[src/rtl/core/tbi_queue.sv]
// Short first-in first-out queue between the front and the back.
// Depends on nothing beyond its parameters.
`timescale 1ns / 1ps

module tbi_queue #(
  parameter int unsigned Width = 8,
  parameter int unsigned Depth = 4
) (
  input  logic             clk_i,
  input  logic             rst_ni,
  input  logic             push_i,
  input  logic [Width-1:0] data_i,
  input  logic             pop_i,
  output logic [Width-1:0] data_o,
  output logic             full_o,
  output logic             empty_o
);

  localparam int unsigned PtrW = (Depth > 1) ? $clog2(Depth) : 1;
  localparam int unsigned CntW = $clog2(Depth + 1);

  logic [Width-1:0] slot_q [Depth];
  logic [PtrW-1:0]  wr_ptr_q, wr_ptr_d;
  logic [PtrW-1:0]  rd_ptr_q, rd_ptr_d;
  logic [CntW-1:0]  count_q, count_d;

  assign full_o  = (count_q == CntW'(Depth));
  assign empty_o = (count_q == '0);
  assign data_o  = slot_q[rd_ptr_q];

  // Pointer and fill count update.
  always_comb begin
    wr_ptr_d = wr_ptr_q;
    rd_ptr_d = rd_ptr_q;
    if (push_i) begin
      wr_ptr_d = (wr_ptr_q == PtrW'(Depth - 1)) ? '0 : wr_ptr_q + PtrW'(1);
    end
    if (pop_i) begin
      rd_ptr_d = (rd_ptr_q == PtrW'(Depth - 1)) ? '0 : rd_ptr_q + PtrW'(1);
    end
    count_d = count_q + CntW'(push_i) - CntW'(pop_i);
  end

  always_ff @(posedge clk_i or negedge rst_ni) begin
    if (!rst_ni) begin
      wr_ptr_q <= '0;
      rd_ptr_q <= '0;
      count_q  <= '0;
    end else begin
      wr_ptr_q <= wr_ptr_d;
      rd_ptr_q <= rd_ptr_d;
      count_q  <= count_d;
    end
  end

  // Slot storage needs no reset.
  always_ff @(posedge clk_i) begin
    if (push_i) begin
      slot_q[wr_ptr_q] <= data_i;
    end
  end

endmodule

[config.mk]
export PLATFORM = sky130hd
export DESIGN_NAME = tbi_queue
export DESIGN_NICKNAME = d
export VERILOG_FILES = /design/src/rtl/core/tbi_queue.sv
export SDC_FILE = /design/constraint.sdc
export NUM_CORES = 1
export LEC_CHECK = 0
export ABC_CLOCK_PERIOD_IN_PS = 4100
export BUFFER_PORTS_ARGS = -buffer_cell sky130_fd_sc_hd__buf_2
export CAP_MARGIN = 25
export CORE_MARGIN = 2
export CORE_UTILIZATION = 59
export CTS_BUF_LIST = sky130_fd_sc_hd__clkbuf_16
export CTS_CLUSTER_SIZE = 16
export DETAILED_ROUTE_END_ITERATION = 6
export HOLD_SLACK_MARGIN = 0.06
export PLACE_DENSITY = 0.91
export SLEW_MARGIN = 20
export SYNTH_ARGS = -nofsm -noshare
export SYNTH_HDL_FRONTEND = slang
export SYNTH_SLANG_ARGS = --single-unit
[constraint.sdc]
create_clock -name clk_i -period 4.1 [get_ports clk_i]
set_clock_uncertainty 0.1 [all_clocks]
set_input_delay 0 -clock clk_i [delete_from_list [all_inputs] [get_ports clk_i]]
set_output_delay 0 -clock clk_i [all_outputs]
set_load 0.05 [all_outputs]
==> results of run 1 <==
-- repair_timing --
item,in CTS,in global routing
buffers inserted,0,0
hold buffers,12,0
endpoints found under the hold margin,44,0
-- path summary, 6_finish.rpt --
check | start | to | depth (start not counted) | slack (ps)
max | rd_ptr_q[0]$_DFFE_PN0P_ | data_o[7] | 2 | 2190
min | data_i[7] | slot_q[0][7]$_DFFE_PP_ | 2 | 380
max reg2reg | count_q[0]$_DFF_PN0_ | count_q[2]$_DFF_PN0_ | 7 | 2310
min reg2reg | count_q[1]$_DFF_PN0_ | count_q[2]$_DFF_PN0_ | 2 | 520
max in group asynchronous | rst_ni | rd_ptr_q[0]$_DFFE_PN0P_ | 3 | 3010
min in group asynchronous | rst_ni | count_q[0]$_DFF_PN0_ | 3 | 620
-- report_power, final --
part | total, mW | internal (mW) | leakage [nW] | switching (mW)
Sequential | 0.600 | 0.523 | 0.377 | 0.0770
Clock | 0.351 | 0.219 | 0.0762 | 0.132
Combinational | 0.535 | 0.194 | 0.315 | 0.341
-- cells in the mapped netlist --
master / n
sky130_fd_sc_hd__buf_6: 1
sky130_fd_sc_hd__nor2_1: 1
sky130_fd_sc_hd__mux4_2: 8
sky130_fd_sc_hd__and2_1: 4
sky130_fd_sc_hd__nand2_1: 1
sky130_fd_sc_hd__buf_2: 1
sky130_fd_sc_hd__xnor2_1: 2
sky130_fd_sc_hd__mux2_2: 2
sky130_fd_sc_hd__ha_1: 7
sky130_fd_sc_hd__inv_1: 6
sky130_fd_sc_hd__o21ai_0: 2
sky130_fd_sc_hd__and3_1: 1
sky130_fd_sc_hd__fa_1: 1
sky130_fd_sc_hd__nor3_1: 1
sky130_fd_sc_hd__dfrtp_1: 7
sky130_fd_sc_hd__edfxtp_1: 32
sky130_fd_sc_hd__or3b_1: 1
-- layout make-up --
| type | instances | area, µm² | area share [%] |
|---|---|---|---|
| Multi-Input combinational cell | 31 | 390 | 20.0 |
| Sequential cell | 39 | 1140 | 58.3 |
| Tap cell | 30 | 37.5 | 1.93 |
| Inverter | 6 | 22.5 | 1.16 |
| Timing Repair Buffer | 33 | 225 | 11.6 |
| Clock inverter | 3 | 12.5 | 0.642 |
| Clock buffer | 5 | 125 | 6.42 |
-- through the flow --
stage / total power [mW] / hold WS (ps) / setup slack [ps]
after floorplan: 1.03 / -396 / 2420
after CTS: 1.50 / 363 / 2150
after global placement: 1.10 / -263 / 2410
after global routing: 1.56 / 378 / 2090
final: 1.49 / 377 / 2190
after detailed placement: 1.14 / -251 / 2320
-- worst reg2reg max path: stages (launching register included) --
cell,delay [ps]
sky130_fd_sc_hd__dfrtp_1,350
sky130_fd_sc_hd__inv_1,60
sky130_fd_sc_hd__ha_1,270
sky130_fd_sc_hd__inv_1,40
sky130_fd_sc_hd__ha_1,180
sky130_fd_sc_hd__fa_1,370
sky130_fd_sc_hd__xnor2_1,210
sky130_fd_sc_hd__xnor2_1,140
-- per-layer routing --
metal | track usage (%) | vias up | wire length (µm)
met3 | 6.32 | 6 | 106
met5 | 0 | - | 0
met1 | 22.4 | 388 | 1050
met4 | 8.36 | 0 | 34
li1 | - | 372 | -
met2 | 32.7 | 19 | 1440
-- sequential cells by signal, indices dropped and copies added (netlist names) --
| register | flops |
|---|---|
| count_q | 3 |
| rd_ptr_q | 2 |
| slot_q | 32 |
| wr_ptr_q | 2 |
-- logic make-up (layout without fill, tap and decap cells) --
family / count (synthesis) / in the layout / synth area share, %
flip-flops: 39 / 39 / 72.6
multiplexers: 10 / 10 / 12.9
AND/OR/NAND/NOR: 9 / 9 / 3.36
adder cells (fa/ha/maj): 8 / 8 / 6.87
buffers and inverters: 8 / 47 / 2.48
AO/OA/AOI/OAI: 2 / 2 / 0.640
XOR/XNOR: 2 / 2 / 1.12
==> impl_metrics.prom, run 1 <==
# TYPE chip_impl_metric gauge
chip_impl_metric{name="start_util",unit="%"} 62.6
chip_impl_metric{name="floorplan.die_area",unit="µm²"} 3080
chip_impl_info{name="cts_tree",value="built"} 1
chip_impl_metric{name="ctsLongestPathBuffers",unit=""} 2
chip_impl_metric{name="final_antenna_net_count",unit=""} 0
chip_impl_metric{name="final.period_utilization",unit="%"} 46.6
chip_impl_metric{name="dp_cells",unit=""} 127
chip_impl_info{name="final_common_cell",value="sky130_fd_sc_hd__edfxtp_1"} 1
chip_impl_metric{name="top_cell_type_s_share_of_synthesized_area",unit="%"} 61.4
chip_impl_metric{name="cellLeakagePower",unit="nW"} 0.768
chip_impl_metric{name="share_of_post_route_cells_with_drive_strength_above_1",unit="%"} 31.6
chip_impl_metric{name="timing.setup.tns",unit="ps"} 0
chip_impl_metric{name="final-max-slew-violation-count",unit=""} 0
chip_impl_metric{name="cts.repair.resized",unit=""} 0
chip_impl_metric{name="finalHoldViolCount",unit=""} 0
chip_impl_metric{name="routed_wl_per_cell",unit="µm"} 17.9
chip_impl_metric{name="post-route-cell-area",unit="µm²"} 1950
chip_impl_metric{name="detailed_place_hpwl",unit="mm"} 1.71
chip_impl_metric{name="routed_wirelength",unit="mm"} 2.63
chip_impl_metric{name="critical_path.max_stage_delay",unit="ps"} 720
chip_impl_metric{name="timing.final.crit_period",unit="ps"} 1910
chip_impl_info{name="slowest_stage",value="sky130_fd_sc_hd__dfrtp_1"} 1
chip_impl_metric{name="final_core_util",unit="%"} 78.0
chip_impl_metric{name="power.density_cell_area",unit="nW/µm²"} 762
chip_impl_metric{name="cap_viol_max_count",unit=""} 0
chip_impl_metric{name="drtPass1Iterations",unit=""} 4
chip_impl_info{name="cp-end-kind",value="primary output"} 1
chip_impl_metric{name="netlist_instances",unit=""} 78
chip_impl_metric{name="tritoncts_buffer_count",unit=""} 5
chip_impl_metric{name="fp-row-count",unit=""} 18
chip_impl_metric{name="grt_antenna_before_repair",unit=""} 0
chip_impl_metric{name="crit_path_max_fo",unit=""} 11
chip_impl_info{name="netlist_top_cells_area",value="sky130_fd_sc_hd__edfxtp_1 61%, sky130_fd_sc_hd__mux4_2 12%, sky130_fd_sc_hd__dfrtp_1 11%, sky130_fd_sc_hd__ha_1 5.6%, sky130_fd_sc_hd__and2_1 1.6%"} 1
chip_impl_metric{name="ys_seq_elements",unit=""} 39
chip_impl_metric{name="grt_usage",unit="%"} 19.3
chip_impl_metric{name="io_buffers",unit=""} 21
chip_impl_info{name="run_status",value="finished, final reports clean"} 1
chip_impl_metric{name="grt_pass1_vias",unit=""} 841
chip_impl_info{name="startpoint_type",value="flip-flop"} 1
chip_impl_info{name="critical_path.cell_chain",value="mux4_2 -> buf_2"} 1
chip_impl_info{name="clock_root_buffer_master",value="sky130_fd_sc_hd__clkbuf_16"} 1
chip_impl_metric{name="avgSynthCellArea",unit="µm²"} 20.1
chip_impl_metric{name="placement.cell_area",unit="µm²"} 1690
chip_impl_metric{name="final_net_count",unit=""} 136
chip_impl_metric{name="drc",unit=""} 0
chip_impl_metric{name="critical_path_required",unit="ps"} 4000
chip_impl_metric{name="fmaxAchievable",unit="MHz"} 524
chip_impl_metric{name="net_count_of_the_mapped_netlist",unit=""} 98
chip_impl_metric{name="h_tree_levels",unit=""} 2
chip_impl_metric{name="finalWeightedCongestion",unit=""} 0.606
chip_impl_metric{name="ys_warn_count",unit=""} 0
chip_impl_metric{name="die_y",unit="µm"} 55.5
chip_impl_metric{name="grt_pass1_wl",unit="mm"} 4.18
chip_impl_info{name="layout_common_cells",value="32 x sky130_fd_sc_hd__edfxtp_1, 21 x sky130_fd_sc_hd__buf_2, 12 x sky130_fd_sc_hd__dlygate4sd3_1"} 1
chip_impl_info{name="cp_top_family",value="flip-flops"} 1
chip_impl_metric{name="syn-cell-area",unit="µm²"} 1570
chip_impl_metric{name="gr-total-overflow",unit=""} 0
chip_impl_metric{name="synth-seq-area-share",unit="%"} 72.6
chip_impl_metric{name="floorplan.io_pins",unit=""} 22
chip_impl_metric{name="via_per_inst",unit=""} 5.34
chip_impl_metric{name="number_of_non_filler_instances_in_the_completed_layout",unit=""} 147
chip_impl_metric{name="n_fill_cell",unit=""} 123
chip_impl_metric{name="cp.arrival",unit="ps"} 1810
chip_impl_metric{name="diodes",unit=""} 0
chip_impl_info{name="rsz_0062_raised_after_global_routing",value="false"} 1
chip_impl_metric{name="max_slew.worst_pin.slew",unit="ps"} 601
chip_impl_metric{name="drt_iter0_markers",unit=""} 13
chip_impl_metric{name="headroom_to_the_max_slew_limit",unit="%"} 59.9
chip_impl_metric{name="coreArea",unit="µm²"} 2500
chip_impl_info{name="hold_path.class",value="in -> reg"} 1
chip_impl_metric{name="grt_max_degree",unit=""} 12
chip_impl_metric{name="clkLatencyLatePin",unit="ps"} 270
chip_impl_metric{name="yosys.cell_types.count",unit=""} 17
chip_impl_metric{name="clk_transition_reported_paths",unit="ps"} 50
chip_impl_info{name="synth_largest_area_cell",value="sky130_fd_sc_hd__edfxtp_1"} 1
chip_impl_metric{name="clock_sink_count",unit=""} 39
chip_impl_metric{name="total_setup_violations_reported_at_the_end_of_the_flow",unit=""} 0
chip_impl_metric{name="worstPathBufferInverterCount",unit=""} 1
chip_impl_metric{name="vias",unit=""} 785
chip_impl_metric{name="worst_supply_voltage_drop_on_vdd",unit="mV"} 0.653
chip_impl_metric{name="die-width",unit="µm"} 55.5
chip_impl_info{name="path_class",value="reg -> out"} 1
chip_impl_metric{name="area_growth",unit="%"} 24.5
No activity file was read; power rests on OpenSTA's default activity.
==> run 2, diff against run 1 <==
Settings changed: ABC_CLOCK_PERIOD_IN_PS 4100 to 1600, CORE_UTILIZATION 59 to 50, PLACE_DENSITY 0.91 to 0.83.
Clock period 4.1 ns to 1.6 ns, I/O delays scaled along.
==> run 2 against run 1 <==
Net effect:
- sequential power is 150% higher
- flip-flop and latch count stayed put
- utilization is 8.2 points lower
- via count is 7.6% higher
- global-route usage is 1.3 points lower
- count of clock-buffer cells in the layout stayed put
- sequential share of layout area is 4.0 points lower
- clock power grew to 2.6 times the previous value
- combinational power grew to 3.3 times the previous value
- total power grew to 2.8 times the previous value
- die area is 17% higher
- routed wire length is 0.30% lower
- the run now ends with negative setup slack left
==> impl_metrics.prom, run 2 (synthesized netlist as in run 1, its figures left out) <==
# TYPE chip_impl_metric gauge
chip_impl_metric{name="final_core_util",unit="%"} 69.8
chip_impl_metric{name="timing.setup.tns",unit="ps"} -126
chip_impl_metric{name="grt_usage",unit="%"} 17.9
chip_impl_metric{name="critical_path_required",unit="ps"} 1660
chip_impl_metric{name="area_growth",unit="%"} 33.8
chip_impl_metric{name="coreArea",unit="µm²"} 3000
chip_impl_metric{name="largest_register_ff_count",unit=""} 32
chip_impl_info{name="registers.top_by_ff_count",value="slot_q"} 1
chip_impl_info{name="violations",value="negative setup slack"} 1
chip_impl_info{name="cts_tree",value="built"} 1
chip_impl_info{name="path_class",value="reg -> reg"} 1
chip_impl_metric{name="regToRegSetupSlack",unit="ps"} -130
chip_impl_metric{name="cp.arrival",unit="ps"} 1790
chip_impl_metric{name="timing.final.crit_period",unit="ps"} 1730
chip_impl_metric{name="cellLeakagePower",unit="nW"} 0.829
chip_impl_metric{name="grt_pass1_vias",unit=""} 909
chip_impl_metric{name="setup_slack",unit="ps"} -126
chip_impl_metric{name="cap_viol_max_count",unit=""} 0
chip_impl_metric{name="ctsLongestPathBuffers",unit=""} 2
chip_impl_info{name="timing.rr.end",value="count_q[2]$_DFF_PN0_"} 1
chip_impl_metric{name="detailed_place_hpwl",unit="mm"} 1.73
chip_impl_info{name="hold_path.class",value="in -> reg"} 1
chip_impl_info{name="crit_path_end",value="count_q[2]$_DFF_PN0_"} 1
chip_impl_info{name="worstSetupStartpoint",value="count_q[0]$_DFF_PN0_"} 1
chip_impl_info{name="layout_common_cells",value="32 x sky130_fd_sc_hd__edfxtp_1, 13 x sky130_fd_sc_hd__buf_2, 12 x sky130_fd_sc_hd__dlygate4sd3_1"} 1
chip_impl_metric{name="rr_worst_depth",unit=""} 7
chip_impl_info{name="run_status",value="finished with violations"} 1
chip_impl_metric{name="finalWeightedCongestion",unit=""} 0.726
chip_impl_metric{name="gr-total-overflow",unit=""} 0
chip_impl_info{name="rsz_0062_raised_after_global_routing",value="true"} 1
chip_impl_info{name="final_common_cell",value="sky130_fd_sc_hd__edfxtp_1"} 1
chip_impl_metric{name="p_int",unit="mW"} 2.69
chip_impl_metric{name="headroom_to_the_max_slew_limit",unit="%"} 70.7
chip_impl_metric{name="detailedPlace.worstSlack",unit="ps"} -117
chip_impl_metric{name="grt_max_degree",unit=""} 12
chip_impl_metric{name="power.clock.fraction",unit="%"} 21.8
chip_impl_metric{name="drt_iter0_markers",unit=""} 7
chip_impl_info{name="cp-end-kind",value="flip-flop"} 1
chip_impl_metric{name="power_frac_seq",unit="%"} 35.6
chip_impl_metric{name="clkLatencyLatePin",unit="ps"} 280
chip_impl_metric{name="max_slew.worst_pin.slew",unit="ps"} 440
chip_impl_metric{name="fmaxAchievable",unit="MHz"} 579
chip_impl_metric{name="final_net_count",unit=""} 144
chip_impl_metric{name="final.period_utilization",unit="%"} 108
chip_impl_metric{name="worst_supply_voltage_drop_on_vdd",unit="mV"} 1.11
chip_impl_metric{name="routed_wirelength",unit="mm"} 2.62
chip_impl_info{name="startpoint_type",value="flip-flop"} 1
chip_impl_metric{name="diodes",unit=""} 0
chip_impl_metric{name="fin_worst_hold_slack",unit="ps"} 151
chip_impl_metric{name="routed_wl_per_cell",unit="µm"} 16.6
chip_impl_metric{name="tritoncts_buffer_count",unit=""} 5
chip_impl_metric{name="drc",unit=""} 0
chip_impl_metric{name="share_of_post_route_cells_with_drive_strength_above_1",unit="%"} 37.6
chip_impl_metric{name="crit_path_max_fo",unit=""} 2
chip_impl_metric{name="h_tree_levels",unit=""} 2
chip_impl_metric{name="min_delay_path_depth",unit=""} 4
chip_impl_info{name="critical_path.reg2reg.startpoint",value="count_q[0]$_DFF_PN0_"} 1
chip_impl_metric{name="finalHoldViolCount",unit=""} 0
chip_impl_metric{name="power.switching",unit="mW"} 1.47
chip_impl_metric{name="total_setup_violations_reported_at_the_end_of_the_flow",unit=""} 1
chip_impl_metric{name="comb_power_share",unit="%"} 42.6
chip_impl_metric{name="drtPass1Iterations",unit=""} 4
chip_impl_metric{name="final-max-slew-violation-count",unit=""} 0
chip_impl_metric{name="n_fill_cell",unit=""} 210
chip_impl_info{name="clock_root_buffer_master",value="sky130_fd_sc_hd__clkbuf_16"} 1
chip_impl_metric{name="switching_share",unit="%"} 35.3
chip_impl_metric{name="die_y",unit="µm"} 60.0
chip_impl_metric{name="fp-row-count",unit=""} 20
chip_impl_metric{name="final_antenna_net_count",unit=""} 0
chip_impl_metric{name="clk_transition_reported_paths",unit="ps"} 50
chip_impl_metric{name="via_per_inst",unit=""} 5.35
chip_impl_metric{name="grt_antenna_before_repair",unit=""} 0
chip_impl_metric{name="vias",unit=""} 845
chip_impl_metric{name="clock_sink_count",unit=""} 39
chip_impl_metric{name="io_buffers",unit=""} 21
chip_impl_metric{name="floorplan.die_area",unit="µm²"} 3590
chip_impl_metric{name="power.density_cell_area",unit="nW/µm²"} 1990
chip_impl_metric{name="floorplan.io_pins",unit=""} 22
chip_impl_info{name="reg.largest.list",value="slot_q (32), count_q (3)"} 1
chip_impl_metric{name="grt_pass1_wl",unit="mm"} 4.31
chip_impl_metric{name="start_util",unit="%"} 52.1
chip_impl_metric{name="die-width",unit="µm"} 60.0
run 2: critical path: stages (launching register included):
cell                      delay (ps)
sky130_fd_sc_hd__dfrtp_1         340
sky130_fd_sc_hd__inv_1            50
sky130_fd_sc_hd__ha_1            270
sky130_fd_sc_hd__inv_1            40
sky130_fd_sc_hd__ha_2            170
sky130_fd_sc_hd__fa_2            370
sky130_fd_sc_hd__xnor2_2         140
sky130_fd_sc_hd__xnor2_1         120
run 2: worst min-delay path by stage:
stage	startpoint	end	slack, ps
3_3_place_gp	rst_ni	wr_ptr_q[1]$_DFFE_PN0P_	-260
4_1_cts	pop_i	count_q[0]$_DFF_PN0_	120
6_report	pop_i	count_q[0]$_DFF_PN0_	150
2_1_floorplan	rst_ni	count_q[0]$_DFF_PN0_	-400
5_1_grt	pop_i	count_q[0]$_DFF_PN0_	190
3_5_place_dp	rst_ni	wr_ptr_q[0]$_DFFE_PN0P_	-250
run 2: final cells by class:
type | count | area, µm² | share of cell area [%]
flip-flops and latches | 39 | 1140 | 54.2
repair buffers | 41 | 355 | 17.0
well taps | 33 | 41.3 | 1.97
inverters | 6 | 22.5 | 1.08
multi-input cells | 31 | 403 | 19.2
clock buffers | 5 | 125 | 5.97
clock inverters | 3 | 11.3 | 0.538
run 2: through the flow:
stage	power (mW)	instance area, µm²	std cells
after floorplan	2.63	1570	78
after global placement	2.92	1760	136
after detailed placement	2.99	1760	136
after CTS	4.16	2080	157
after global routing	4.37	2090	158
final	4.16	2090	158
run 2: what timing repair did:
item | CTS | global route
setup endpoints to repair | 9 | 10
hold buffers | 12 | 0
pin swaps | 0 | 1
buffers inserted | 1 | 1
cloned | 0 | 0
resized for setup | 18 | 2
endpoints found under the hold margin | 44 | 0
run 2: per-layer routing:
layer | track usage [%] | share of wire, %
met2 | 29.3 | 55
met1 | 20.6 | 38
met5 | 0 | 0
met4 | 8.25 | 2.3
met3 | 7.14 | 4.4
run 2: power by group through the flow:
| stage | clock network, mW | logic (mW) | registers (mW) |
|---|---|---|---|
| final | 0.908 | 1.77 | 1.48 |
| after global routing | 0.971 | 1.90 | 1.50 |
| after global placement | 0 | 1.45 | 1.47 |
| after floorplan | 0 | 1.21 | 1.42 |
| after CTS | 0.934 | 1.74 | 1.48 |
| after detailed placement | 0 | 1.50 | 1.49 |
