## config.mk

```make
export PLATFORM = sky130hd
export DESIGN_NAME = tbi_front_flat
export DESIGN_NICKNAME = d
export VERILOG_FILES = /design/src/rtl/core/tbi_pkg.sv /design/src/rtl/core/tbi_if.sv /design/src/rtl/core/tbi_front.sv /design/src/flat_wrapper.sv
export SDC_FILE = /design/constraint.sdc
export NUM_CORES = 1
export LEC_CHECK = 0
export BUFFER_PORTS_ARGS = -buffer_cell sky130_fd_sc_hd__buf_2
export CORE_MARGIN = 1.5
export CORE_UTILIZATION = 41
export DETAILED_ROUTE_END_ITERATION = 8
export PLACE_DENSITY_LB_ADDON = 0.15
export SLEW_MARGIN = 20
export SYNTH_ARGS = -nofsm -noshare
export SYNTH_HDL_FRONTEND = slang
export SYNTH_SLANG_ARGS = --single-unit
```

## constraint.sdc

```tcl
create_clock -name clk_i -period 2.6 [get_ports clk_i]
set_clock_uncertainty 0.1 [all_clocks]
set_input_delay 0.13 -clock clk_i [delete_from_list [all_inputs] [get_ports clk_i]]
set_output_delay 0.13 -clock clk_i [all_outputs]
set_load 0.05 [all_outputs]
```

## src/rtl/core/tbi_pkg.sv

```systemverilog
// Shared types and constants for the trinomial backward induction block.
// Depends on nothing; front, back and top level take their names from here.
`timescale 1ns / 1ps

package tbi_pkg;

  // Default number of nodes a single tree level may store.
  localparam int unsigned MaxNodesDefault = 1024;

  // Request codes carried in req_type.
  localparam logic ReqTerminal = 1'b0;
  localparam logic ReqInterior = 1'b1;

  // Depth of the queue between front and back.
  localparam int unsigned QueueDepth = 4;

  // Width of the count of items between acceptance and the store write.
  // At most seven are in flight: the queue plus three back stages.
  localparam int unsigned InflightW = 4;

  // One classified item as it travels from front to back.
  typedef struct packed {
    logic               req_type;
    logic [15:0]        prob_down;
    logic [15:0]        prob_mid;
    logic [15:0]        prob_up;
    logic [9:0]         child_index;
    logic signed [31:0] exercise_value;
    logic               level_last;
    logic [9:0]         node_index;
    logic               index_error;
    logic               store;
    logic               rd_bank;
    logic               wr_bank;
  } node_item_t;

endpackage

```

## src/rtl/core/tbi_if.sv

```systemverilog
// Handshake channels of the trinomial backward induction block.
// Depends on nothing; used by the top level, the front and the back.
`timescale 1ns / 1ps

// Node items going into the block.
interface tbi_in_if;
  logic               valid;
  logic               ready;
  logic               req_type;
  logic [15:0]        prob_down;
  logic [15:0]        prob_mid;
  logic [15:0]        prob_up;
  logic [9:0]         child_index;
  logic signed [31:0] exercise_value;
  logic               level_last;

  modport source (output valid, req_type, prob_down, prob_mid, prob_up, child_index,
                  exercise_value, level_last, input ready);
  modport sink   (input valid, req_type, prob_down, prob_mid, prob_up, child_index,
                  exercise_value, level_last, output ready);
endinterface


```

## src/rtl/core/tbi_front.sv

```systemverilog
// Front of the block: accepts node items, tracks level position and banks,
// checks child range. Depends on tbi_pkg and tbi_in_if.
`timescale 1ns / 1ps

module tbi_front #(
  parameter int unsigned MaxNodes = tbi_pkg::MaxNodesDefault,
  parameter int unsigned AddrW    = $clog2(MaxNodes)
) (
  input  logic                 clk_i,
  input  logic                 rst_ni,
  tbi_in_if.sink               in_i,
  input  logic                 full_i,
  input  logic                 retire_i,
  output logic                 push_o,
  output tbi_pkg::node_item_t  item_o,
  output logic [AddrW-1:0]     wpos_o
);

  localparam int unsigned PosW = $clog2(MaxNodes + 1);

  logic [PosW-1:0]               wpos_q, wpos_d;
  logic [PosW-1:0]               prev_size_q, prev_size_d;
  logic                          bank_q, bank_d;
  logic                          pending_q, pending_d;
  logic [tbi_pkg::InflightW-1:0] inflight_q, inflight_d;
  logic                          accept;
  logic                          store;
  logic                          err;
  logic [PosW-1:0]               pos_next;

  // After a level end, hold input until every earlier item has reached the store.
  assign in_i.ready = !full_i && !(pending_q && (inflight_q != '0));
  assign accept     = in_i.valid && in_i.ready;
  assign push_o     = accept;

  // Classification of the item against the level completed last.
  assign store    = (wpos_q < PosW'(MaxNodes));
  assign err      = (in_i.child_index == 10'd0) ||
                    ((32'(in_i.child_index) + 32'd1) >= 32'(prev_size_q));
  assign pos_next = store ? (wpos_q + PosW'(1)) : wpos_q;

  always_comb begin
    item_o.req_type       = in_i.req_type;
    item_o.prob_down      = in_i.prob_down;
    item_o.prob_mid       = in_i.prob_mid;
    item_o.prob_up        = in_i.prob_up;
    item_o.child_index    = in_i.child_index;
    item_o.exercise_value = in_i.exercise_value;
    item_o.level_last     = in_i.level_last;
    item_o.node_index     = 10'(wpos_q);
    item_o.index_error    = err;
    item_o.store          = store;
    item_o.rd_bank        = ~bank_q;
    item_o.wr_bank        = bank_q;
  end

  assign wpos_o = wpos_q[AddrW-1:0];

  // Level bookkeeping.
  always_comb begin
    wpos_d      = wpos_q;
    prev_size_d = prev_size_q;
    bank_d      = bank_q;
    if (accept) begin
      if (in_i.level_last) begin
        prev_size_d = pos_next;
        wpos_d      = '0;
        bank_d      = ~bank_q;
      end else begin
        wpos_d = pos_next;
      end
    end
  end

  // Count of items accepted but not yet written to the store.
  always_comb begin
    inflight_d = inflight_q + tbi_pkg::InflightW'(accept) - tbi_pkg::InflightW'(retire_i);
    pending_d  = pending_q;
    if (accept && in_i.level_last) begin
      pending_d = 1'b1;
    end else if (inflight_q == '0) begin
      pending_d = 1'b0;
    end
  end

  always_ff @(posedge clk_i or negedge rst_ni) begin
    if (!rst_ni) begin
      wpos_q      <= '0;
      prev_size_q <= '0;
      bank_q      <= 1'b0;
      pending_q   <= 1'b0;
      inflight_q  <= '0;
    end else begin
      wpos_q      <= wpos_d;
      prev_size_q <= prev_size_d;
      bank_q      <= bank_d;
      pending_q   <= pending_d;
      inflight_q  <= inflight_d;
    end
  end

endmodule

```

## src/flat_wrapper.sv

```systemverilog
// flat-port wrapper written by rule: the top's interface ports become plain ports
module tbi_front_flat 
#(
  parameter int unsigned MaxNodes = tbi_pkg::MaxNodesDefault,
  parameter int unsigned AddrW    = $clog2(MaxNodes)
)
  (clk_i, rst_ni, full_i, retire_i, push_o, item_o, wpos_o, in_i_valid, in_i_req_type, in_i_prob_down, in_i_prob_mid, in_i_prob_up, in_i_child_index, in_i_exercise_value, in_i_level_last, in_i_ready);
  tbi_in_if in_i_i ();
  input  logic clk_i;
  input  logic rst_ni;
  input  logic full_i;
  input  logic retire_i;
  output logic push_o;
  output tbi_pkg::node_item_t item_o;
  output logic [AddrW-1:0] wpos_o;
  input wire logic [$bits(in_i_i.valid)-1:0] in_i_valid;
  input wire logic [$bits(in_i_i.req_type)-1:0] in_i_req_type;
  input wire logic [$bits(in_i_i.prob_down)-1:0] in_i_prob_down;
  input wire logic [$bits(in_i_i.prob_mid)-1:0] in_i_prob_mid;
  input wire logic [$bits(in_i_i.prob_up)-1:0] in_i_prob_up;
  input wire logic [$bits(in_i_i.child_index)-1:0] in_i_child_index;
  input wire logic [$bits(in_i_i.exercise_value)-1:0] in_i_exercise_value;
  input wire logic [$bits(in_i_i.level_last)-1:0] in_i_level_last;
  output wire logic [$bits(in_i_i.ready)-1:0] in_i_ready;
  assign in_i_i.valid = in_i_valid;
  assign in_i_i.req_type = in_i_req_type;
  assign in_i_i.prob_down = in_i_prob_down;
  assign in_i_i.prob_mid = in_i_prob_mid;
  assign in_i_i.prob_up = in_i_prob_up;
  assign in_i_i.child_index = in_i_child_index;
  assign in_i_i.exercise_value = in_i_exercise_value;
  assign in_i_i.level_last = in_i_level_last;
  assign in_i_ready = in_i_i.ready;
  tbi_front #(.MaxNodes(MaxNodes), .AddrW(AddrW)) u_core (.clk_i(clk_i), .rst_ni(rst_ni), .in_i(in_i_i), .full_i(full_i), .retire_i(retire_i), .push_o(push_o), .item_o(item_o), .wpos_o(wpos_o));
endmodule
```

==> results of run 1 <==
[state kept, by name (all words and copies together) (netlist names)]
| name | flops |
|---|---|
| u_core.bank_q | 1 |
| u_core.prev_size_q | 11 |
| u_core.pending_q | 1 |
| u_core.wpos_q | 11 |
| u_core.inflight_q | 4 |
[cells in the mapped netlist, types with 3 or more instances]
library cell	n	area share [%]
sky130_fd_sc_hd__buf_4	117	32
sky130_fd_sc_hd__dfrtp_1	28	25
sky130_fd_sc_hd__inv_1	24	3.2
sky130_fd_sc_hd__nor2_1	20	2.7
sky130_fd_sc_hd__ha_1	19	8.5
sky130_fd_sc_hd__xnor2_1	15	4.7
sky130_fd_sc_hd__a21oi_1	13	2.3
sky130_fd_sc_hd__o21ai_1	12	2.2
sky130_fd_sc_hd__a22o_1	10	3.1
sky130_fd_sc_hd__nand2_1	7	0.94
sky130_fd_sc_hd__nand3_1	7	1.3
sky130_fd_sc_hd__nor2b_1	6	1.3
sky130_fd_sc_hd__a21o_1	5	1.3
sky130_fd_sc_hd__nor3_1	5	0.90
sky130_fd_sc_hd__nand4_1	4	0.90
sky130_fd_sc_hd__nor4_1	3	0.67
sky130_fd_sc_hd__xor2_1	3	0.94
[cell type report]
| cell class | count | share of cell area [%] |
|---|---|---|
| Clock buffer | 3 | 1.78 |
| Inverter | 25 | 4.06 |
| Multi-Input combinational cell | 149 | 47.7 |
| Sequential cell | 28 | 30.3 |
| Tap cell | 77 | 4.16 |
| Timing Repair Buffer | 54 | 12.0 |
[worst register-to-register path: stages, from the launching register on]
cell and delay [ps]:
sky130_fd_sc_hd__dfrtp_1 370, sky130_fd_sc_hd__inv_1 70, sky130_fd_sc_hd__ha_1 130, sky130_fd_sc_hd__or3b_4 410, sky130_fd_sc_hd__a21oi_4 170, sky130_fd_sc_hd__nand2_4 80
sky130_fd_sc_hd__ha_4 210, sky130_fd_sc_hd__inv_1 50, sky130_fd_sc_hd__ha_2 160, sky130_fd_sc_hd__inv_1 50, sky130_fd_sc_hd__fa_1 380, sky130_fd_sc_hd__xnor2_1 140
[cell usage in the layout (no fill, tap or decap), types with 2 or more instances in the layout]
cell                       synthesis  layout
sky130_fd_sc_hd__buf_2             2      52
sky130_fd_sc_hd__dfrtp_1          28      28
sky130_fd_sc_hd__inv_1            24      24
sky130_fd_sc_hd__nor2_1           20      20
sky130_fd_sc_hd__ha_1             19      17
sky130_fd_sc_hd__xnor2_1          15      15
sky130_fd_sc_hd__a21oi_1          13      13
sky130_fd_sc_hd__o21ai_1          12      12
sky130_fd_sc_hd__a22o_1           10      10
sky130_fd_sc_hd__nand3_1           7       7
sky130_fd_sc_hd__nand2_1           7       7
sky130_fd_sc_hd__nor2b_1           6       6
sky130_fd_sc_hd__a21o_1            5       5
sky130_fd_sc_hd__nor3_1            5       5
sky130_fd_sc_hd__nand4_1           4       4
sky130_fd_sc_hd__xor2_1            3       3
sky130_fd_sc_hd__nor4_1            3       3
sky130_fd_sc_hd__clkbuf_8          0       3
sky130_fd_sc_hd__and3_1            2       2
[power groups by stage]
stage / Combinational, uW / Sequential [uW] / Clock (uW)
2_1_floorplan: 1260 / 686 / 0
3_3_place_gp: 1020 / 717 / 0
3_5_place_dp: 1040 / 718 / 0
4_1_cts: 1040 / 708 / 244
5_1_grt: 1160 / 730 / 265
6_report: 1030 / 703 / 239
[stage by stage]
stage                     setup WS (ps)  total power [uW]  util (%)  hold slack (ps)
after CTS                           182              1990      35.8             75.9
final                               178              1970      35.8             67.4
after detailed placement            196              1760      35.0              108
after global routing               92.2              2150      35.8             74.5
after floorplan                   -4.81              1950         -             -266
after global placement              222              1740      35.0              106
[cell families after synthesis]
| logic type | Yosys count | share of synthesized area [%] |
|---|---|---|
| mux | 1 | 0.404 |
| buf+inv | 146 | 35.8 |
| simple gates | 62 | 11.9 |
| fa+ha+maj | 20 | 9.25 |
| compound gates | 48 | 11.9 |
| xor+xnor | 18 | 5.66 |
| flops | 28 | 25.1 |
[metal layers]
| layer | vias to the layer above | part of all wire [%] | GRT usage (%) |
|---|---|---|---|
| li1 | 822 | - | - |
| met2 | 85 | 42 | 19.4 |
| met4 | 0 | 3.6 | 7.18 |
| met5 | - | 0 | 0 |
| met3 | 27 | 7.6 | 2.53 |
| met1 | 756 | 47 | 17.5 |
[final timing paths]
kind / start / endpoint / slack [ps] / cells after the start
min in group asynchronous: rst_ni / u_core.wpos_q[6]$_DFFE_PN0P_ / 320 / 2
max reg2reg: u_core.inflight_q[2]$_DFF_PN0_ / u_core.inflight_q[2]$_DFF_PN0_ / 180 / 11
min reg2reg: u_core.prev_size_q[2]$_DFFE_PN0P_ / u_core.prev_size_q[2]$_DFFE_PN0P_ / 430 / 2
max in group asynchronous: rst_ni / u_core.prev_size_q[4]$_DFFE_PN0P_ / 1660 / 2
max: u_core.inflight_q[2]$_DFF_PN0_ / u_core.inflight_q[2]$_DFF_PN0_ / 180 / 11
min: in_i_valid / u_core.wpos_q[10]$_DFFE_PN0P_ / 70 / 3
==> out/metrics.cfg, run 1 <==
[status]
run_status = finished, violations left
violated_checks = DRC

[cts]
clock_sink_count = 28
cts_htree_levels = 1
clk_path_buf_depth = 2
clockRootBuffer = sky130_fd_sc_hd__clkbuf_8
post_cts_clock_slew_at_the_launch_and_capture_registers_of_the_worst_setup_and_hold_paths_ps = 90
post_cts_resized = 0
worstSkewPairLatency_ps = 270
cts_inserted_buffers = 3
cts_tree = built
cts_hold_bufs = 1
post-cts-setup-buffers = 0

[power_and_ir_drop]
p_leak_uw = 0.00117
p_sw_uw = 907
power_switching_share_pct = 46.1
clkPwrFrac_pct = 12.2
ir_drop_v = 0.000390
pwr_density_cell_nw_per_um2 = 851
portion_of_total_power_attributed_to_sequential_cells_pct = 35.7
intPower_uw = 1060
pwr-share-comb_pct = 52.1

[sta]
setup-violations-final = 0
report.final.slew_viol_count = 0
maxClockFrequency_mhz = 413
grt_setup_unrepaired = no
layout_min_cycle_time_ps = 2420
finalSetupTns_ps = 0
worst_slew_pin_slew_ps = 658
fin_crit_sh_pct = 93.1
maxSlewHeadroom_pct = 56.1
timing.final.hold_violations = 0

[global_routing]
grt_start_max_net_pins = 29
grt.overflow.total = 0
first_global_vias = 1540
wire_length_of_the_first_global_routing_pass_microns = 7620
grt_antenna_before_repair = 0
globalRouteTotalUtil_pct = 13.0

[routing]
detail_route.iter0.violations = 51
routed_wirelength_microns = 4740
ant_nets = 0
wl_per_cell_microns = 14.1
post-route-drc-count = 13
drtPass1Iterations = 6
routed_via_density = 5.03
route.vias.total = 1690

[critical_path]
required_ps = 2670
startpoint_type = flip-flop
timing.critical_path.mode_cell = sky130_fd_sc_hd__inv_1
path_cells = inv_1, ha_1, or3b_4, a21oi_4, nand2_4, ha_4, inv_1, ha_2, inv_1, fa_1, xnor2_1
cp-end-kind = flip-flop
critical_path.top_delay_family = adder cells
worst-setup-path-type = flip-flop to flip-flop
arrival_ps = 2490
worstPathMaxFanout = 3
critical-path-slowest-cell = sky130_fd_sc_hd__or3b_4
cp.buffers_inverters = 3
crit_path_largest_cell_delay_ps = 410

[placement]
place_hpwl_microns = 3580
placement.cell_area_sq_um = 2260
globalplace.congestion = 0.735
placedCellCount = 332
io_buffer_count = 52

[final_layout]
area_growth_pct = -17.0
post_layout_nonfiller_instances = 336
fin_area_sq_um = 2310
n_antenna_cell = 0
final-seq-area_sq_um = 701
final_net_count = 378
multiInputGateArea_sq_um = 1100
fillCellCount = 675
proportion_of_layout_cells_with_a_drive_suffix_above_1_pct = 25.9

[yosys]
ys.warnings.count = 0
post_synth_instance_area_sq_um = 2790
synth_seq_area_share_pct = 25.1
ys_seq_elements = 28
ys.flop_type = sky130_fd_sc_hd__dfrtp_1
postSynth.asyncResetShare_pct = 100
synth_cell_types = 40
post_synth_inst_count = 323
syn_nets = 440
postSynthAreaPerCell_sq_um = 8.63
synth_edf_count = 0

[floorplanning]
initial_core_util_pct = 43.1
pin_count = 215
floorplan.core_area_sq_um = 6460
die_height_microns = 85.4
die-width_microns = 85.4
die_area_sq_um = 7300
placement_rows = 29

[worst_hold_path]
hold_path.class = input port to flip-flop

[flow_run]
drv_cap = 0

Power figures use the tool's default switching activity.
==> inputs of run 2 (changes only) <==
--- a/config.mk
+++ b/config.mk
@@ -7,7 +7,7 @@
 export LEC_CHECK = 0
 export BUFFER_PORTS_ARGS = -buffer_cell sky130_fd_sc_hd__buf_2
 export CORE_MARGIN = 1.5
-export CORE_UTILIZATION = 41
+export CORE_UTILIZATION = 37
 export DETAILED_ROUTE_END_ITERATION = 8
 export PLACE_DENSITY_LB_ADDON = 0.15
 export SLEW_MARGIN = 20
==> constraint.sdc (replaced) <==
create_clock -name clk_i -period 2 [get_ports clk_i]
set_clock_uncertainty 0.1 [all_clocks]
set_input_delay 0.1 -clock clk_i [delete_from_list [all_inputs] [get_ports clk_i]]
set_output_delay 0.1 -clock clk_i [all_outputs]
set_load 0.05 [all_outputs]
==> out/metrics.cfg, run 2 (same netlist as run 1, synthesis figures left out) <==
[cts]
clock_sink_count = 28  ; unchanged
worstSkewPairLatency_ps = 290  ; +20 ps
clk_path_buf_depth = 2  ; unchanged
post_cts_clock_slew_at_the_launch_and_capture_registers_of_the_worst_setup_and_hold_paths_ps = 110  ; +20 ps
cts_inserted_buffers = 3  ; unchanged
clockRootBuffer = sky130_fd_sc_hd__clkbuf_8
cts_tree = built
cts_htree_levels = 1  ; unchanged

[critical_path]
startpoint_type = flip-flop
worst-setup-path-type = flip-flop to flip-flop
worstPathMaxFanout = 2  ; -1
critical_path.top_delay_family = adder cells
critical-path-slowest-cell = sky130_fd_sc_hd__or3b_4
cp-end-kind = flip-flop
crit_path_largest_cell_delay_ps = 390  ; -20 ps
arrival_ps = 2430  ; -60 ps
path_cells = inv_2, ha_2, or3b_4, a21oi_4, nand2_4, ha_4, inv_2, ha_4, inv_2, fa_1, xnor2_1
timing.critical_path.mode_cell = sky130_fd_sc_hd__inv_2
required_ps = 2090  ; -580 ps
cp.buffers_inverters = 3  ; unchanged
reg2reg_setup_slack_ps = -350  ; -520 ps

[power_and_ir_drop]
pwr_density_cell_nw_per_um2 = 1040  ; +22%
ir_drop_v = 0.000547  ; +40%
p_leak_uw = 0.00140  ; +19%

[floorplanning]
floorplan.core_area_sq_um = 7250  ; +12%
die_height_microns = 89.8  ; +5.1%
placement_rows = 31  ; +6.9%
die-width_microns = 89.8  ; +5.1%
initial_core_util_pct = 38.4  ; -4.7 points
pin_count = 215  ; unchanged
die_area_sq_um = 8060  ; +10%

[flow_run]
drv_cap = 0  ; unchanged

[global_routing]
grt_start_max_net_pins = 29  ; unchanged
grt_busiest_layer = met2
grt_antenna_before_repair = 0  ; unchanged
grt_util_met2_pct = 20.4  ; +1.0 points
wire_length_of_the_first_global_routing_pass_microns = 8360  ; +9.7%
first_global_vias = 1787  ; +16%
grt.overflow.total = 0  ; unchanged
grt_util_met1_pct = 15.1  ; -2.4 points
globalRouteTotalUtil_pct = 12.3  ; -0.63 points
groute.layer.met3.usage_pct = 2.79  ; +0.26 points

[sta]
setup-violations-final = 14  ; +14
setup_ws_ps = -347  ; -525 ps
timing.final.hold_violations = 0  ; unchanged
maxSlewHeadroom_pct = 58.0  ; +1.9 points
fin_crit_sh_pct = 117  ; +24 points
report.final.slew_viol_count = 0  ; unchanged
grt_setup_unrepaired = yes
worst_slew_pin_slew_ps = 629  ; -29.0 ps
finalSetupTns_ps = -3160  ; -3160 ps
layout_min_cycle_time_ps = 2350  ; -75.3 ps
maxClockFrequency_mhz = 426  ; +3.2%

[final_layout]
leading_cell_types_in_the_layout_fill_and_taps_excluded = 44 x sky130_fd_sc_hd__buf_2, 29 x sky130_fd_sc_hd__buf_4, 28 x sky130_fd_sc_hd__dfrtp_1, 21 x sky130_fd_sc_hd__inv_1, 17 x sky130_fd_sc_hd__nor2_1
mostFrequentLayoutCell = sky130_fd_sc_hd__buf_2
n_antenna_cell = 0  ; unchanged
final_net_count = 413  ; +9.3%
reg.largest.list = u_core.prev_size_q (11), u_core.wpos_q (11), u_core.inflight_q (4)
post_layout_nonfiller_instances = 394  ; +17%
proportion_of_layout_cells_with_a_drive_suffix_above_1_pct = 44.4  ; +19 points
area_growth_pct = 2.83

[status]
run_status = finished, violations left
violated_checks = setup timing

[worst_hold_path]
hold_path.class = input port to output pin

[placement]
place_hpwl_microns = 3770  ; +5.4%
globalplace.congestion = 0.759  ; +3.3%
placedCellCount = 378  ; +14%
io_buffer_count = 52  ; unchanged

[routing]
detail_route.iter0.violations = 61  ; +20%
routed_wirelength_microns = 5080  ; +7.2%
route.vias.total = 1786  ; +5.7%
post-route-drc-count = 0  ; -13
wl_per_cell_microns = 12.9  ; -8.6%
ant_nets = 0  ; unchanged
drtPass1Iterations = 4  ; -2
routed_via_density = 4.53  ; -9.9%

run 2: changes by cell type in the layout (fill, tap and decap cells not counted), moves of 4 or more:
cell,change
sky130_fd_sc_hd__buf_2,-8
sky130_fd_sc_hd__buf_4,+28
sky130_fd_sc_hd__buf_6,+13
sky130_fd_sc_hd__nand3_1,-4
sky130_fd_sc_hd__o21ai_1,-7
sky130_fd_sc_hd__o21ai_2,+8
run 2: stage by stage:
stage,util (%),hold slack [ps],worst slack [ps],instance area [sq um],power (uW)
floorplan,-,-296,-586,2860,2590
global placement,34.9,66.0,-312,2530,2440
detailed placement,34.9,61.3,-334,2530,2450
CTS,37.0,100,-349,2680,2880
global route,39.5,100,-465,2870,3230
finish,39.5,100,-347,2870,2980
run 2: area by class of cell:
type	count	area, sq um
timing repair buffer	89	634
clock buffer	4	55.1
multi-input combinational	149	1250
sequential	28	701
fill	740	4390
tap	99	124
inverter	25	96.3
run 2: path summary, 6_finish.rpt:
path                                              startpoint  cells after the start                                 to
min in group asynchronous                             rst_ni                      2     u_core.inflight_q[0]$_DFF_PN0_
min                                       in_i_prob_down[14]                      0                        item_o[103]
max reg2reg                   u_core.inflight_q[2]$_DFF_PN0_                     11     u_core.inflight_q[2]$_DFF_PN0_
max in group asynchronous                             rst_ni                      2       u_core.wpos_q[7]$_DFFE_PN0P_
min reg2reg                u_core.prev_size_q[5]$_DFFE_PN0P_                      2  u_core.prev_size_q[5]$_DFFE_PN0P_
max                           u_core.inflight_q[2]$_DFF_PN0_                     11     u_core.inflight_q[2]$_DFF_PN0_
run 2: worst reg2reg max path: cells and delay by family, from the launching register on:
family / cells / cell delay, ps
adders and majority gates: 4 / 850
AOI/OAI and AO/OA: 1 / 180
buffers and inverters: 3 / 140
and+or+nand+nor: 2 / 460
xor gates and xnor gates: 1 / 130
DFF: 1 / 380
run 2: per-layer routing:
layer	routed length, microns	share of wire, %	up-vias
li1	-	-	889
met1	2250	44	823
met2	2410	47	56
met3	311	6.1	18
met4	106	2.1	0
met5	0	0	-
run 2: where the power goes:
| part | switching, uW | internal [uW] | leakage [uW] |
|---|---|---|---|
| Sequential | 140 | 762 | 0.000355 |
| Clock | 190 | 177 | 0.0000288 |
| Combinational | 969 | 747 | 0.00101 |
| Total | 1300 | 1690 | 0.00140 |
run 2: repair_timing:
| action | CTS | global route |
|---|---|---|
| hold buffers | 1 | 0 |
| hold endpoints to repair | 28 | 0 |
| gates resized for setup | 16 | 35 |
| cloned | 0 | 2 |
| pin swaps | 6 | 27 |
| endpoints found under the setup margin | 24 | 28 |
| buffers inserted | 4 | 5 |
